--- config.mk ---
export PLATFORM = sky130hd
export DESIGN_NAME = echo_peak_finder_binned
export DESIGN_NICKNAME = d
export VERILOG_FILES = /design/src/rtl/core/epf_pkg.sv /design/src/rtl/core/epf_front.sv /design/src/rtl/core/epf_queue.sv /design/src/rtl/core/epf_back.sv /design/src/rtl/core/echo_peak_finder_binned.sv
export SDC_FILE = /design/constraint.sdc
export NUM_CORES = 1
export LEC_CHECK = 0
export BUFFER_PORTS_ARGS = -buffer_cell sky130_fd_sc_hd__clkbuf_2
export CORE_MARGIN = 2
export CORE_UTILIZATION = 55
export DETAILED_ROUTE_END_ITERATION = 8
export PLACE_DENSITY_LB_ADDON = 0.1
export SYNTH_ARGS = -nofsm -noshare
export SYNTH_HDL_FRONTEND = slang
export SYNTH_SLANG_ARGS = --single-unit
--- constraint.sdc ---
create_clock -name clk -period 9.9 [get_ports clk]
set_input_delay 1.98 -clock clk [delete_from_list [all_inputs] [get_ports clk]]
set_output_delay 1.98 -clock clk [all_outputs]
set_load 0.05 [all_outputs]
--- src/rtl/core/epf_pkg.sv ---
// ----------------------------------------------------------------------------
// epf_pkg
// shared types and constants of the binned echo peak finder
// ----------------------------------------------------------------------------
package epf_pkg;

	localparam int SAMPLE_W    = 16;
	localparam int POS_W       = 10;
	localparam int BIN_W       = 10;
	localparam int DIST_W      = 11;
	localparam int CFG_IDX_W   = 2;
	localparam int CFG_DATA_W  = 16;
	localparam int IN_TDATA_W  = 16;
	localparam int OUT_TDATA_W = 40;
	localparam int OUT_PAD_W   = OUT_TDATA_W - POS_W - SAMPLE_W - BIN_W;

	localparam int QUEUE_DEPTH = 4;
	localparam int QPTR_W      = $clog2(QUEUE_DEPTH);
	localparam int QLVL_W      = $clog2(QUEUE_DEPTH + 1);

	typedef enum logic [CFG_IDX_W-1:0] {
		REG_AMP_MIN      = 2'd0,
		REG_AMP_MAX      = 2'd1,
		REG_MIN_DISTANCE = 2'd2
	} cfg_reg_t;

	typedef struct packed {
		logic                last;
		logic [BIN_W-1:0]    bin;
		logic [SAMPLE_W-1:0] amplitude;
		logic [POS_W-1:0]    position;
	} result_t;

	// up to two results per accepted sample, oldest in item0
	typedef struct packed {
		logic [1:0] count;
		result_t    item0;
		result_t    item1;
	} push_t;

	typedef struct packed {
		logic              valid;
		logic [QLVL_W-1:0] level;
	} queue_status_t;

endpackage

--- src/rtl/core/epf_front.sv ---
// ----------------------------------------------------------------------------
// epf_front
// peak classification, bin tracking and configuration registers
// ----------------------------------------------------------------------------
module epf_front #(
	parameter int MAX_FRAME_LEN = 1024
) (
	input  logic                                clk,
	input  logic                                arst_n,
	input  logic                                cfg_we,
	input  logic [epf_pkg::CFG_IDX_W-1:0]       cfg_index,
	input  logic [epf_pkg::CFG_DATA_W-1:0]      cfg_data,
	input  logic                                in_beat,
	input  logic [epf_pkg::SAMPLE_W-1:0]        sample,
	input  logic                                frame_end,
	output epf_pkg::push_t                      push
);
	import epf_pkg::*;

	localparam int CNT_W = $clog2(MAX_FRAME_LEN + 1);

	logic [SAMPLE_W-1:0] amp_min_q, amp_max_q;
	logic [DIST_W-1:0]   min_distance_q;

	logic [SAMPLE_W-1:0] cand_q, left_q, best_amp_q;
	logic                left_valid_q, best_valid_q;
	logic [CNT_W-1:0]    count_q;
	logic [POS_W-1:0]    offset_q, best_pos_q;
	logic [BIN_W-1:0]    bin_q, best_bin_q;

	logic [SAMPLE_W-1:0] cand_d, left_d, best_amp_d;
	logic                left_valid_d, best_valid_d;
	logic [CNT_W-1:0]    count_d, count_m1;
	logic [POS_W-1:0]    offset_d, best_pos_d;
	logic [BIN_W-1:0]    bin_d, best_bin_d;
	logic [DIST_W-1:0]   width, offset_inc;
	logic                is_peak, split;
	result_t             old_best;

	always_ff @(posedge clk or negedge arst_n) begin
		if (!arst_n) begin
			amp_min_q      <= SAMPLE_W'(1);
			amp_max_q      <= '1;
			min_distance_q <= DIST_W'(1);
		end else if (cfg_we) begin
			case (cfg_index)
				REG_AMP_MIN:      amp_min_q      <= cfg_data;
				REG_AMP_MAX:      amp_max_q      <= cfg_data;
				REG_MIN_DISTANCE: min_distance_q <= cfg_data[DIST_W-1:0];
				default: ;
			endcase
		end
	end

	assign width      = (min_distance_q == '0) ? DIST_W'(1) : min_distance_q;
	assign offset_inc = {1'b0, offset_q} + DIST_W'(1);
	assign count_m1   = count_q - CNT_W'(1);
	assign is_peak    = left_valid_q && (left_q < cand_q) && (sample < cand_q)
		&& (cand_q >= amp_min_q) && (cand_q <= amp_max_q);

	always_comb begin
		cand_d       = cand_q;
		left_d       = left_q;
		left_valid_d = left_valid_q;
		count_d      = count_q;
		offset_d     = offset_q;
		bin_d        = bin_q;
		best_valid_d = best_valid_q;
		best_pos_d   = best_pos_q;
		best_amp_d   = best_amp_q;
		best_bin_d   = best_bin_q;
		split        = 1'b0;
		old_best     = '{last: 1'b0, bin: best_bin_q, amplitude: best_amp_q,
			position: best_pos_q};
		push         = '0;

		if (in_beat) begin
			if (count_q < CNT_W'(MAX_FRAME_LEN)) begin
				if (count_q != '0) begin
					if (is_peak) begin
						// a peak in a newer bin closes the open one
						split = best_valid_q && (best_bin_q != bin_q);
						if (split) best_valid_d = 1'b0;
						if (!best_valid_d || (cand_q > best_amp_q)) begin
							best_valid_d = 1'b1;
							best_pos_d   = POS_W'(count_m1);
							best_amp_d   = cand_q;
							best_bin_d   = bin_q;
						end
					end
					if (sample != cand_q) begin
						left_d       = cand_q;
						left_valid_d = 1'b1;
					end
					if (offset_inc >= width) begin
						offset_d = '0;
						bin_d    = bin_q + BIN_W'(1);
					end else begin
						offset_d = offset_inc[POS_W-1:0];
					end
				end else begin
					offset_d     = '0;
					bin_d        = '0;
					left_valid_d = 1'b0;
					left_d       = '0;
				end
				cand_d  = sample;
				count_d = count_q + CNT_W'(1);
			end

			if (split) begin
				push.count = 2'd1;
				push.item0 = old_best;
			end

			if (frame_end) begin
				if (best_valid_d) begin
					if (split) begin
						push.count = 2'd2;
						push.item1 = '{last: 1'b1, bin: best_bin_d,
							amplitude: best_amp_d, position: best_pos_d};
					end else begin
						push.count = 2'd1;
						push.item0 = '{last: 1'b1, bin: best_bin_d,
							amplitude: best_amp_d, position: best_pos_d};
					end
				end
				cand_d       = '0;
				left_d       = '0;
				left_valid_d = 1'b0;
				count_d      = '0;
				offset_d     = '0;
				bin_d        = '0;
				best_valid_d = 1'b0;
				best_pos_d   = '0;
				best_amp_d   = '0;
				best_bin_d   = '0;
			end
		end
	end

	always_ff @(posedge clk or negedge arst_n) begin
		if (!arst_n) begin
			cand_q       <= '0;
			left_q       <= '0;
			left_valid_q <= 1'b0;
			count_q      <= '0;
			offset_q     <= '0;
			bin_q        <= '0;
			best_valid_q <= 1'b0;
			best_pos_q   <= '0;
			best_amp_q   <= '0;
			best_bin_q   <= '0;
		end else begin
			cand_q       <= cand_d;
			left_q       <= left_d;
			left_valid_q <= left_valid_d;
			count_q      <= count_d;
			offset_q     <= offset_d;
			bin_q        <= bin_d;
			best_valid_q <= best_valid_d;
			best_pos_q   <= best_pos_d;
			best_amp_q   <= best_amp_d;
			best_bin_q   <= best_bin_d;
		end
	end

endmodule

--- src/rtl/core/epf_queue.sv ---
// ----------------------------------------------------------------------------
// epf_queue
// small result queue, takes up to two entries a cycle and gives one
// ----------------------------------------------------------------------------
module epf_queue (
	input  logic                  clk,
	input  logic                  arst_n,
	input  epf_pkg::push_t        push,
	input  logic                  pop,
	output epf_pkg::result_t      head,
	output epf_pkg::queue_status_t status
);
	import epf_pkg::*;

	result_t           entries_q [QUEUE_DEPTH];
	logic [QPTR_W-1:0] wr_ptr_q, rd_ptr_q;
	logic [QLVL_W-1:0] level_q;
	logic              do_pop;

	assign do_pop = pop && (level_q != '0);

	always_ff @(posedge clk) begin
		if (push.count != 2'd0) entries_q[wr_ptr_q] <= push.item0;
		if (push.count == 2'd2) entries_q[wr_ptr_q + QPTR_W'(1)] <= push.item1;
	end

	always_ff @(posedge clk or negedge arst_n) begin
		if (!arst_n) begin
			wr_ptr_q <= '0;
			rd_ptr_q <= '0;
			level_q  <= '0;
		end else begin
			wr_ptr_q <= wr_ptr_q + QPTR_W'(push.count);
			if (do_pop) rd_ptr_q <= rd_ptr_q + QPTR_W'(1);
			level_q  <= level_q + QLVL_W'(push.count) - QLVL_W'(do_pop);
		end
	end

	assign head         = entries_q[rd_ptr_q];
	assign status.valid = (level_q != '0);
	assign status.level = level_q;

endmodule

--- src/rtl/core/epf_back.sv ---
// ----------------------------------------------------------------------------
// epf_back
// output register that drains the result queue one beat at a time
// ----------------------------------------------------------------------------
module epf_back (
	input  logic             clk,
	input  logic             arst_n,
	input  logic             q_valid,
	input  epf_pkg::result_t q_head,
	output logic             q_pop,
	output logic             out_valid,
	output epf_pkg::result_t out_item,
	input  logic             out_ready
);
	import epf_pkg::*;

	logic    valid_q;
	result_t item_q;

	assign q_pop = q_valid && (!valid_q || out_ready);

	always_ff @(posedge clk or negedge arst_n) begin
		if (!arst_n) begin
			valid_q <= 1'b0;
		end else if (!valid_q || out_ready) begin
			valid_q <= q_valid;
		end
	end

	always_ff @(posedge clk) begin
		if (q_pop) item_q <= q_head;
	end

	assign out_valid = valid_q;
	assign out_item  = item_q;

endmodule

--- src/rtl/core/echo_peak_finder_binned.sv ---
// ----------------------------------------------------------------------------
// echo_peak_finder_binned
// streaming echo peak finder that reports the highest peak of each distance bin
// ----------------------------------------------------------------------------
// one sample beat is taken every cycle while s_tready is high. the front stage
// judges the previous sample against its neighbors and the limits in the cycle
// the beat arrives and keeps the best peak of the open bin; a sample can close
// at most two bins (a peak in a newer bin plus frame end), so each beat pushes
// zero to two results into a four-entry queue. an output register drains the
// queue at one result per cycle while m_tready is high; s_tready drops only
// while the queue has fewer than two free entries. a released result goes to
// the queue, then the output register. there is no clearing pass after reset.
// ----------------------------------------------------------------------------
module echo_peak_finder_binned #(
	parameter int MAX_FRAME_LEN = 1024
) (
	input  logic                               clk,
	input  logic                               arst_n,
	// configuration writes
	input  logic                               cfg_we,
	input  logic [epf_pkg::CFG_IDX_W-1:0]      cfg_index,
	input  logic [epf_pkg::CFG_DATA_W-1:0]     cfg_data,
	// sample stream
	input  logic                               s_tvalid,
	output logic                               s_tready,
	input  logic [epf_pkg::IN_TDATA_W-1:0]     s_tdata,   // sample[15:0]
	input  logic                               s_tlast,   // frame_end
	// result stream
	output logic                               m_tvalid,
	input  logic                               m_tready,
	// peak_position[9:0], peak_amplitude[25:10], bin_index[35:26], zero pad
	output logic [epf_pkg::OUT_TDATA_W-1:0]    m_tdata,
	output logic                               m_tlast    // last_of_frame
);
	import epf_pkg::*;

	logic          in_beat;
	push_t         push;
	result_t       q_head, out_item;
	queue_status_t q_status;
	logic          q_pop;

	// room for the worst case of two results from the next beat
	assign s_tready = (q_status.level <= QLVL_W'(QUEUE_DEPTH - 2));
	assign in_beat  = s_tvalid && s_tready;

	epf_front #(
		.MAX_FRAME_LEN(MAX_FRAME_LEN)
	) u_front (
		.clk       (clk),
		.arst_n    (arst_n),
		.cfg_we    (cfg_we),
		.cfg_index (cfg_index),
		.cfg_data  (cfg_data),
		.in_beat   (in_beat),
		.sample    (s_tdata[SAMPLE_W-1:0]),
		.frame_end (s_tlast),
		.push      (push)
	);

	epf_queue u_queue (
		.clk    (clk),
		.arst_n (arst_n),
		.push   (push),
		.pop    (q_pop),
		.head   (q_head),
		.status (q_status)
	);

	epf_back u_back (
		.clk       (clk),
		.arst_n    (arst_n),
		.q_valid   (q_status.valid),
		.q_head    (q_head),
		.q_pop     (q_pop),
		.out_valid (m_tvalid),
		.out_item  (out_item),
		.out_ready (m_tready)
	);

	// pack result fields, position in the low bits
	assign m_tdata = {{OUT_PAD_W{1'b0}}, out_item.bin, out_item.amplitude,
		out_item.position};
	assign m_tlast = out_item.last;

	// queue never holds more than its depth
	a_queue_bound: assert property (@(posedge clk) disable iff (!arst_n)
		q_status.level <= QLVL_W'(QUEUE_DEPTH))
		else $error("result queue overflow");

	// a double push only lands when two entries were free
	a_double_push_room: assert property (@(posedge clk) disable iff (!arst_n)
		(push.count == 2'd2) |-> (q_status.level <= QLVL_W'(QUEUE_DEPTH - 2)))
		else $error("double push without room");

	// an idle output register picks up a waiting result in the next cycle
	a_drain: assert property (@(posedge clk) disable iff (!arst_n)
		(!m_tvalid && q_status.valid) |=> m_tvalid)
		else $error("queued result not moved to output");

endmodule
* Word-level counts from Yosys, hierarchy flattened *
Memories as Yosys holds them, arrays and structs flattened. A register that Yosys moved wholly into a read port is not among the register bits.
Index checks and enable logic that the tools add are counted.

word-level totals
  memories = 1
  input bits = 40
  RAM bits = 148
  register bits = 152
  logic and storage cells = 128
  output and inout bits = 43

memory list
  memory             words  width  rd ports  clocked after Yosys merged registers in  wr ports  line             text
  u_queue.entries_q  4      37     1         1                                        2         epf_queue.sv:15  result_t entries_q [QUEUE_DEPTH];

cells by class
  reduce and logical (&&, ||, !) cells = 24
  $add $sub $neg = 9
  multiplexer cells = 62
  equality and inequality tests = 7
  order comparisons = 8

operators with widths
  kind                                                 number
  two-way mux 76 bit                                   3
  two-way mux 10 bit                                   18
  two-way mux 16 bit                                   11
  two-way mux 37 bit                                   2
  two-way mux 38 bit                                   1
  two-way mux 11 bit                                   3
  less-than comparator 16 bit                          2
  two-way mux 1 bit                                    23
  greater-or-equal comparator 16 bit                   1
  > comparator 16 bit                                  1
  less-or-equal comparator 16 bit                      1
  inequality test 16 bit                               1
  adder 10 x 1 -> 11 bit (second input constant)       1
  adder 11 x 1 -> 11 bit (second input constant)       1
  greater-or-equal comparator 11 bit                   1
  zero test 11 bit                                     1
  less-than comparator 11 bit (second input constant)  1
  nonzero test 11 bit                                  1
  adder 10 x 1 -> 10 bit (second input constant)       1
  inequality test 10 bit                               1
  subtractor 10 x 1 -> 10 bit (second input constant)  1
  logical AND 1 bit                                    8
  AND reduction 2 bit                                  4
  inequality test 3 bit (second input constant)        2
  other kinds (14)                                     20

* Depth between registers and ports, before layout *
Gate-level depths: netlist of the first run.

  depth in word-level cells = 22
  gate-level depth with buffers = 19
  depth with buffers taken out = 17

* Hierarchy *
Synthesis of the first run repeated with hierarchy kept, for this count alone.

unflattened totals
  cell total of the unflattened synthesis = 1,695
  area total of the unflattened synthesis = 19,651.3 um^2

by module, submodules not included
  module                   cells an instance  area each (um^2)  times used  sequential area each (um^2)
  epf_front                1,250              10,660.2          1           3,626.0
  epf_queue                397                7,787.5           1           4,619.4
  epf_back                 41                 1,154.9           1           1,136.1
  echo_peak_finder_binned  7                  48.8              1           0.0

* Least setup slack after synthesis of the first run *
Ideal clock, no wire load.

  path kind = input port to flip-flop
  from = input port s_tdata[15] (netlist bit)
  to = memory u_queue.entries_q[1][0] (netlist bit), enable pin
  stages on the path = 11
  arrival = 7.035 ns
  path buffers = 0
  library setup time = 0.487 ns
  path slack = 2.378 ns
  data required time = 9.413 ns
  cells stage by stage = ha_1 or4b_1 a211oi_1 nand4_1 a211oi_2 nand4_2 nor2_2 ha_1 nor2b_1 a21oi_1 a211oi_1

RTL lines
  item         line                           text
  from (decl)  echo_peak_finder_binned.sv:26  input logic [epf_pkg::IN_TDATA_W-1:0] s_tdata,
  to (decl)    epf_queue.sv:15

==> results of run 1 <==
==> worst register-to-register path, stage by stage, from the launching register on <==
cell and delay, ns:
dfrtp_1 0.59, inv_1 0.16, ha_1 0.20, or4b_1 0.51, a211oi_1 0.24, nand4_1 0.15, a211oi_2 0.39, nand3_1 0.38
nand2_1 0.24, ha_1 0.29, nor2b_1 0.25, nand3_1 0.12, or3_1 0.42, mux2i_1 0.22, a32oi_2 0.26, o21ai_4 0.92
a22o_1 0.30
==> cell usage after synthesis, drive strengths merged (22+ instances only) <==
| library cell | count | share of area (%) |
|---|---|---|
| buf | 32 | 1.2 |
| clkbuf | 52 | 1.1 |
| mux4 | 37 | 4.9 |
| inv | 98 | 2.1 |
| nand3 | 28 | 0.82 |
| a21oi | 38 | 1.1 |
| nand2 | 137 | 3.0 |
| a22o | 153 | 7.8 |
| edfxtp | 185 | 32 |
| nor2 | 39 | 0.87 |
| ha | 100 | 7.3 |
| xor2 | 22 | 1.1 |
| o21ai | 84 | 2.5 |
| mux2 | 29 | 1.9 |
| dfrtp | 134 | 20 |
==> state kept, by name, summed over array words and instances, names as in the netlist, 2 cells and up <==
register                flops
u_back.out_item            37
u_front.amp_max_q          16
u_front.amp_min_q          16
u_front.best_amp_q         16
u_front.best_bin_q         10
u_front.best_pos_q         10
u_front.bin_q              10
u_front.cand_q             16
u_front.count_q            11
u_front.left_q             16
u_front.min_distance_q     11
u_front.offset_q           10
u_queue.entries_q         148
u_queue.level_q             3
u_queue.rd_ptr_q            2
u_queue.wr_ptr_q            2
==> final timing paths <==
check	from	to	slack, ns
max in group asynchronous	arst_n	u_front.best_amp_q[3]	7.01
hold / removal	u_front.left_q[0]	u_front.left_q[0]	0.47
hold reg to reg	u_front.left_q[0]	u_front.left_q[0]	0.47
setup reg to reg	u_front.cand_q[15]	u_queue.entries_q[0][23]	4.15
min in group asynchronous	arst_n	u_front.min_distance_q[4]	1.57
setup / recovery	s_tdata[15]	u_queue.entries_q[0][23]	3.37
==> area by class of cell <==
cell class              instances  area [µm²]
clock buffers                  63        1120
clock inverters                 7        83.8
fillers                      2397       11500
inverters                      99         372
multi-input cells             876        7110
flip-flops and latches        337        9380
well taps                     396         495
repair buffers                 98         547
==> power groups by stage <==
stage	combinational (mW)	sequential (mW)	clock, mW
2_1_floorplan	0.986	2.04	0
3_3_place_gp	1.56	1.91	0
3_5_place_dp	1.59	1.92	0
4_1_cts	1.60	1.89	1.38
5_1_grt	1.76	1.92	1.44
6_report	1.58	1.90	1.35
==> kinds of logic after synthesis <==
kind of cell | count (synthesis) | synth area share (%)
compound gates | 366 | 15.7
flops | 337 | 54.8
simple gates | 279 | 7.56
buf+inv | 183 | 4.49
fa+ha+maj | 101 | 7.43
mux | 85 | 7.89
xor+xnor | 41 | 2.10
other cells | 1 | 0.0219
==> layer usage <==
| layer | vias to the layer above | track usage, % |
|---|---|---|
| li1 | 5358 | - |
| met1 | 5811 | 33.7 |
| met2 | 345 | 42.1 |
| met3 | 72 | 3.98 |
| met4 | 0 | 7.16 |
| met5 | - | 0 |
==> results.toml, run 1 <==
[run_status]
status = "finished, final reports clean"

[cts]
cts_tree = "yes"
numCtsBuffers = 38
cts_resized = 0
htree_levels = 2
clk_latency_ns = 0.54
ctsHoldBuffers = 0
cts.sinks = 337
path_clk_slew_ns = 0.06
postCtsSetupRepairBufs = 0
clk_path_buf_depth = 3
cts_root_buf = "clkbuf_16"

[power]
switching_share_pct = 37.0
p_comb_share_pct = 32.7
power_density_nw_per_um2 = 253
total_power_mw = 4.83
peakVddDrop_uv = 171
p_clk_share_pct = 28.0
p_seq_share_pct = 39.3
internal_power_mw = 3.04
p_switching_mw = 1.79
p_leak_nw = 7.64

[layout]
postLayoutCoreUtil_pct = 62.5
final_nets = 1591
final_common_cell = "edfxtp_1"
syn2layout_area_growth_pct = 11.6
drive_gt1_share_pct = 17.6
final_cell_mix = "edfxtp_1, a22o_1, nand2_1"
design_area_um2 = 19100
instances_no_fill = 1876
antennaDiodeCount = 0

[timing]
fmax_ghz = 0.153
timing.final.crit_share_pct = 66.0
fin_skew_ns = 0.0242
rsz0062_at_grt = "false"
setup_violations = 0
relSlewSlack_pct = 22.8
fin_crit_ns = 6.53
fin_setup_tns_ns = 0
hold_viol = 0
report.final.slew_viol_count = 0
fin_hold_ws_ns = 0.466
tightest_slew_ns = 1.15
setup_slack_ns = 3.37

[detailed_routing]
firstDrtPassIters = 6
postRouteAntennaNets = 0
drt_iter0_markers = 1026
wl_per_cell_um = 21.3
top_layer = "met4"
dr_total_vias = 11586
wl_met1_um = 17300
met3_length_um = 2240
wirelength_um = 40000
viasPerCell = 6.18
wl_met2_um = 19600
drc = 0

[placed_design]
numPlacedInstances = 1806
place_area_um2 = 17900
dp_hpwl_um = 25700
port_buffers = 78
pre_cts_slack_ns = 2.83
place.gp.congestion = 0.868

[critical_path]
cp-end-kind = "flop"
worstPathMaxFanout = 32
crit_arrival_ns = 6.93
critical_path.slowest_cell = "o21ai_4"
cp_cell_sequence = "clkbuf_2 -> ha_1 -> or4b_1 -> a211oi_1 -> nand4_1 -> a211oi_2 -> nand3_1 -> nand2_1 -> ha_1 -> nor2b_1 -> nand3_1 -> or3_1 -> mux2i_1 -> a32oi_2 -> o21ai_4 -> a22o_1"
crit_required_ns = 10.30
cp.depth = 16
reg2reg_depth = 16
start_kind = "input port"
path_delay_family = "compound AO/OA/AOI/OAI gates"
slowest_delay_ns = 0.91
worstSetupPathType = "input port to flop"
path_buf_inv = 1

[grt]
grt_use_total_pct = 25.0
grt_pass1_vias = 11705
grt_max_degree = 96
grt_pass1_wl_um = 64400
gr-total-overflow = 0
antenna_found_initial = 0

[logic_synthesis]
synth_cells = 1393
synth_ff_type = "edfxtp_1"
ys_seq_elements = 337
netlist_area_um2 = 17100
ys_types = 67
synth-edff-count = 185
ys_seq_area_share_pct = 54.8
yosys_warnings = 0
async_reset_ff_share_pct = 45.1
avgSynthCellArea_um2 = 12.3

[floorplanning]
ios = 83
core_area_um2 = 30600
fp.dieArea_um2 = 32600
start_util_pct = 56.0
die_h_um = 180
num_rows = 64
die_w_um = 180

[hold_path]
hp-class = "flop to flop"
hold_path_depth = 2

[flow_run]
maxCapViolCount = 0
No activity file was read; power rests on OpenSTA's default activity.
==> inputs of run 2 (changes only) <==
- clock period: 9.9 -> 5.9 ns (I/O delays scaled with it)
==> run 2 against run 1 <==
Net effect: power up 68%; global-route usage down 0.35 points; via count down 0.64%; cell count up 0.85%; worst setup slack worse by 2.6 ns; sequential cell count unchanged; hold slack better by 0.017 ns; first-iteration DRC count down 15%; sequential power up 67%; die area unchanged; critical endpoint is now u_queue.entries_q[0][15].
==> results.toml, run 2 (synthesis results as in run 1) <==
[critical_path]
critical_path.slowest_cell = "or4b_1"
crit_arrival_ns = 5.49
r2r_end = "u_queue.entries_q[0][15]"
worstSetupPathType = "input port to flop"
cp_cell_sequence = "clkbuf_2 -> ha_1 -> or4b_1 -> a211oi_1 -> nand4_1 -> a211oi_2 -> nand4_2 -> nor2_2 -> ha_1 -> nor2b_1 -> nand3_1 -> or3_1 -> mux2i_1 -> a32oi_2 -> a211oi_4 -> buf_4 -> a22o_1"
slowest_delay_ns = 0.51
worstPathMaxFanout = 32
path_delay_family = "simple AND/OR/NAND/NOR gates"
cp-end-kind = "flop"
start_kind = "input port"
crit_required_ns = 6.28
crit_top_cell = "ha_1"
path_buf_inv = 2
r2r-start = "u_front.cand_q[15]"
reg2reg_depth = 17
r2r_setup_slack_ns = 0.80

[cts]
cts_resized = 0
path_clk_slew_ns = 0.06
clk_path_buf_depth = 3
htree_levels = 2
ctsHoldBuffers = 0
clk_latency_ns = 0.53
cts_root_buf = "clkbuf_16"
cts_tree = "yes"
numCtsBuffers = 37
cts.sinks = 337
postCtsSetupRepairBufs = 0

[timing]
fin_crit_ns = 5.11
setup_violations = 0
setup_slack_ns = 0.793
tightest_slew_ns = 1.13
report.final.slew_viol_count = 0
hold_viol = 0
fmax_ghz = 0.196
fin_skew_ns = 0.0182
relSlewSlack_pct = 24.4
timing.final.crit_share_pct = 86.6
fin_hold_ws_ns = 0.483
rsz0062_at_grt = "false"

[floorplanning]
die_h_um = 180
ios = 83
start_util_pct = 56.0
num_rows = 64
fp.dieArea_um2 = 32600
die_w_um = 180
core_area_um2 = 30600

[placed_design]
place.gp.congestion = 0.829
dp_hpwl_um = 26300
pre_cts_slack_ns = 0.314
port_buffers = 78

[grt]
antenna_found_initial = 1
grt_use_total_pct = 24.6
grt_pass1_wl_um = 63300
grt_pass1_vias = 11761
grt_max_degree = 80
gr-total-overflow = 0

[layout]
drive_gt1_share_pct = 18.8
final_nets = 1609
largest_register_ffs = 148
postLayoutCoreUtil_pct = 63.1
final_cell_mix = "edfxtp_1, a22o_1, nand2_1"
final_common_cell = "edfxtp_1"
antennaDiodeCount = 0
syn2layout_area_growth_pct = 12.8
largest_register = "u_queue.entries_q"

[detailed_routing]
drt_iter0_markers = 867
firstDrtPassIters = 5
postRouteAntennaNets = 0
wl_per_cell_um = 20.9
viasPerCell = 6.08
wirelength_um = 39600
drc = 0
dr_total_vias = 11512

[power]
p_leak_nw = 7.75
peakVddDrop_uv = 289
power_density_nw_per_um2 = 420

[flow_run]
maxCapViolCount = 0

[hold_path]
hold_path_depth = 2
hold_start = "u_front.left_valid_q"
hp-class = "flop to flop"
worstHoldEndpoint = "u_front.left_valid_q"

[run_status]
status = "finished, final reports clean"
run 2: cell count changes in the layout (fill, tap and decap cells not counted), moves of 2 or more:
cell	previous run	this run
buf_12	0	7
buf_4	20	32
clkbuf_1	19	9
clkbuf_16	39	37
clkbuf_8	5	8
clkinv_1	1	7
clkinv_2	3	1
clkinv_8	2	0
inv_6	0	3
o21ai_2	0	3
o21ai_4	4	1
run 2: through the flow:
step | total power, mW | cells | area (µm²) | setup TNS (ns)
3_5_place_dp | 5.91 | 1825 | 18100 | 0
2_1_floorplan | 5.08 | 1396 | 17100 | -60.86
5_1_grt | 8.60 | 1892 | 19300 | 0
6_report | 8.11 | 1892 | 19300 | 0
4_1_cts | 8.18 | 1892 | 19300 | 0
3_3_place_gp | 5.83 | 1825 | 18100 | 0
run 2: worst max path at each step:
stage / start / to / slack, ns / depth (start not counted)
after floorplan: s_tdata[15] / u_queue.entries_q[1][0] / -0.82 / 11
after global placement: s_tdata[15] / u_queue.entries_q[0][27] / 0.40 / 17
after detailed placement: s_tdata[15] / u_queue.entries_q[0][33] / 0.31 / 17
after CTS: u_front.cand_q[15] / u_queue.entries_q[0][25] / 0.83 / 17
after global routing: u_front.cand_q[0] / u_queue.entries_q[0][8] / 0.49 / 18
final: s_tdata[15] / u_queue.entries_q[0][15] / 0.79 / 17
run 2: worst register-to-register path: stages, from the launching register on:
cell and delay (ns):
dfrtp_1 0.58, inv_1 0.16, ha_1 0.20, or4b_1 0.51, a211oi_1 0.24, nand4_1 0.15, a211oi_2 0.47, nand4_2 0.17
nor2_2 0.17, ha_1 0.29, nor2b_1 0.24, nand3_1 0.13, or3_1 0.40, mux2i_1 0.21, a32oi_2 0.18, a211oi_4 0.23
buf_4 0.40, a22o_1 0.23
run 2: power breakdown:
part,internal (mW),total [mW],switching (mW)
Clock,1.35,2.26,0.911
Combinational,0.937,2.68,1.74
Sequential,2.85,3.18,0.321
run 2: final cells by class:
| class | count | area [µm²] |
|---|---|---|
| clock inverter | 13 | 121 |
| fill | 2382 | 11300 |
| sequential | 337 | 9380 |
| multi-input combinational | 876 | 7090 |
| clock buffer | 54 | 1070 |
| tap | 396 | 495 |
| timing repair buffer | 117 | 777 |
| inverter | 99 | 372 |
run 2: metal layers:
layer  vias to the layer above  share of wire (%)  GRT usage (%)
li1                       5395                  -              -
met1                      5721                 42           31.8
met2                       320                 50           42.2
met3                        74                5.3           4.20
met4                         2                3.0           8.39
met5                         -              0.038              0
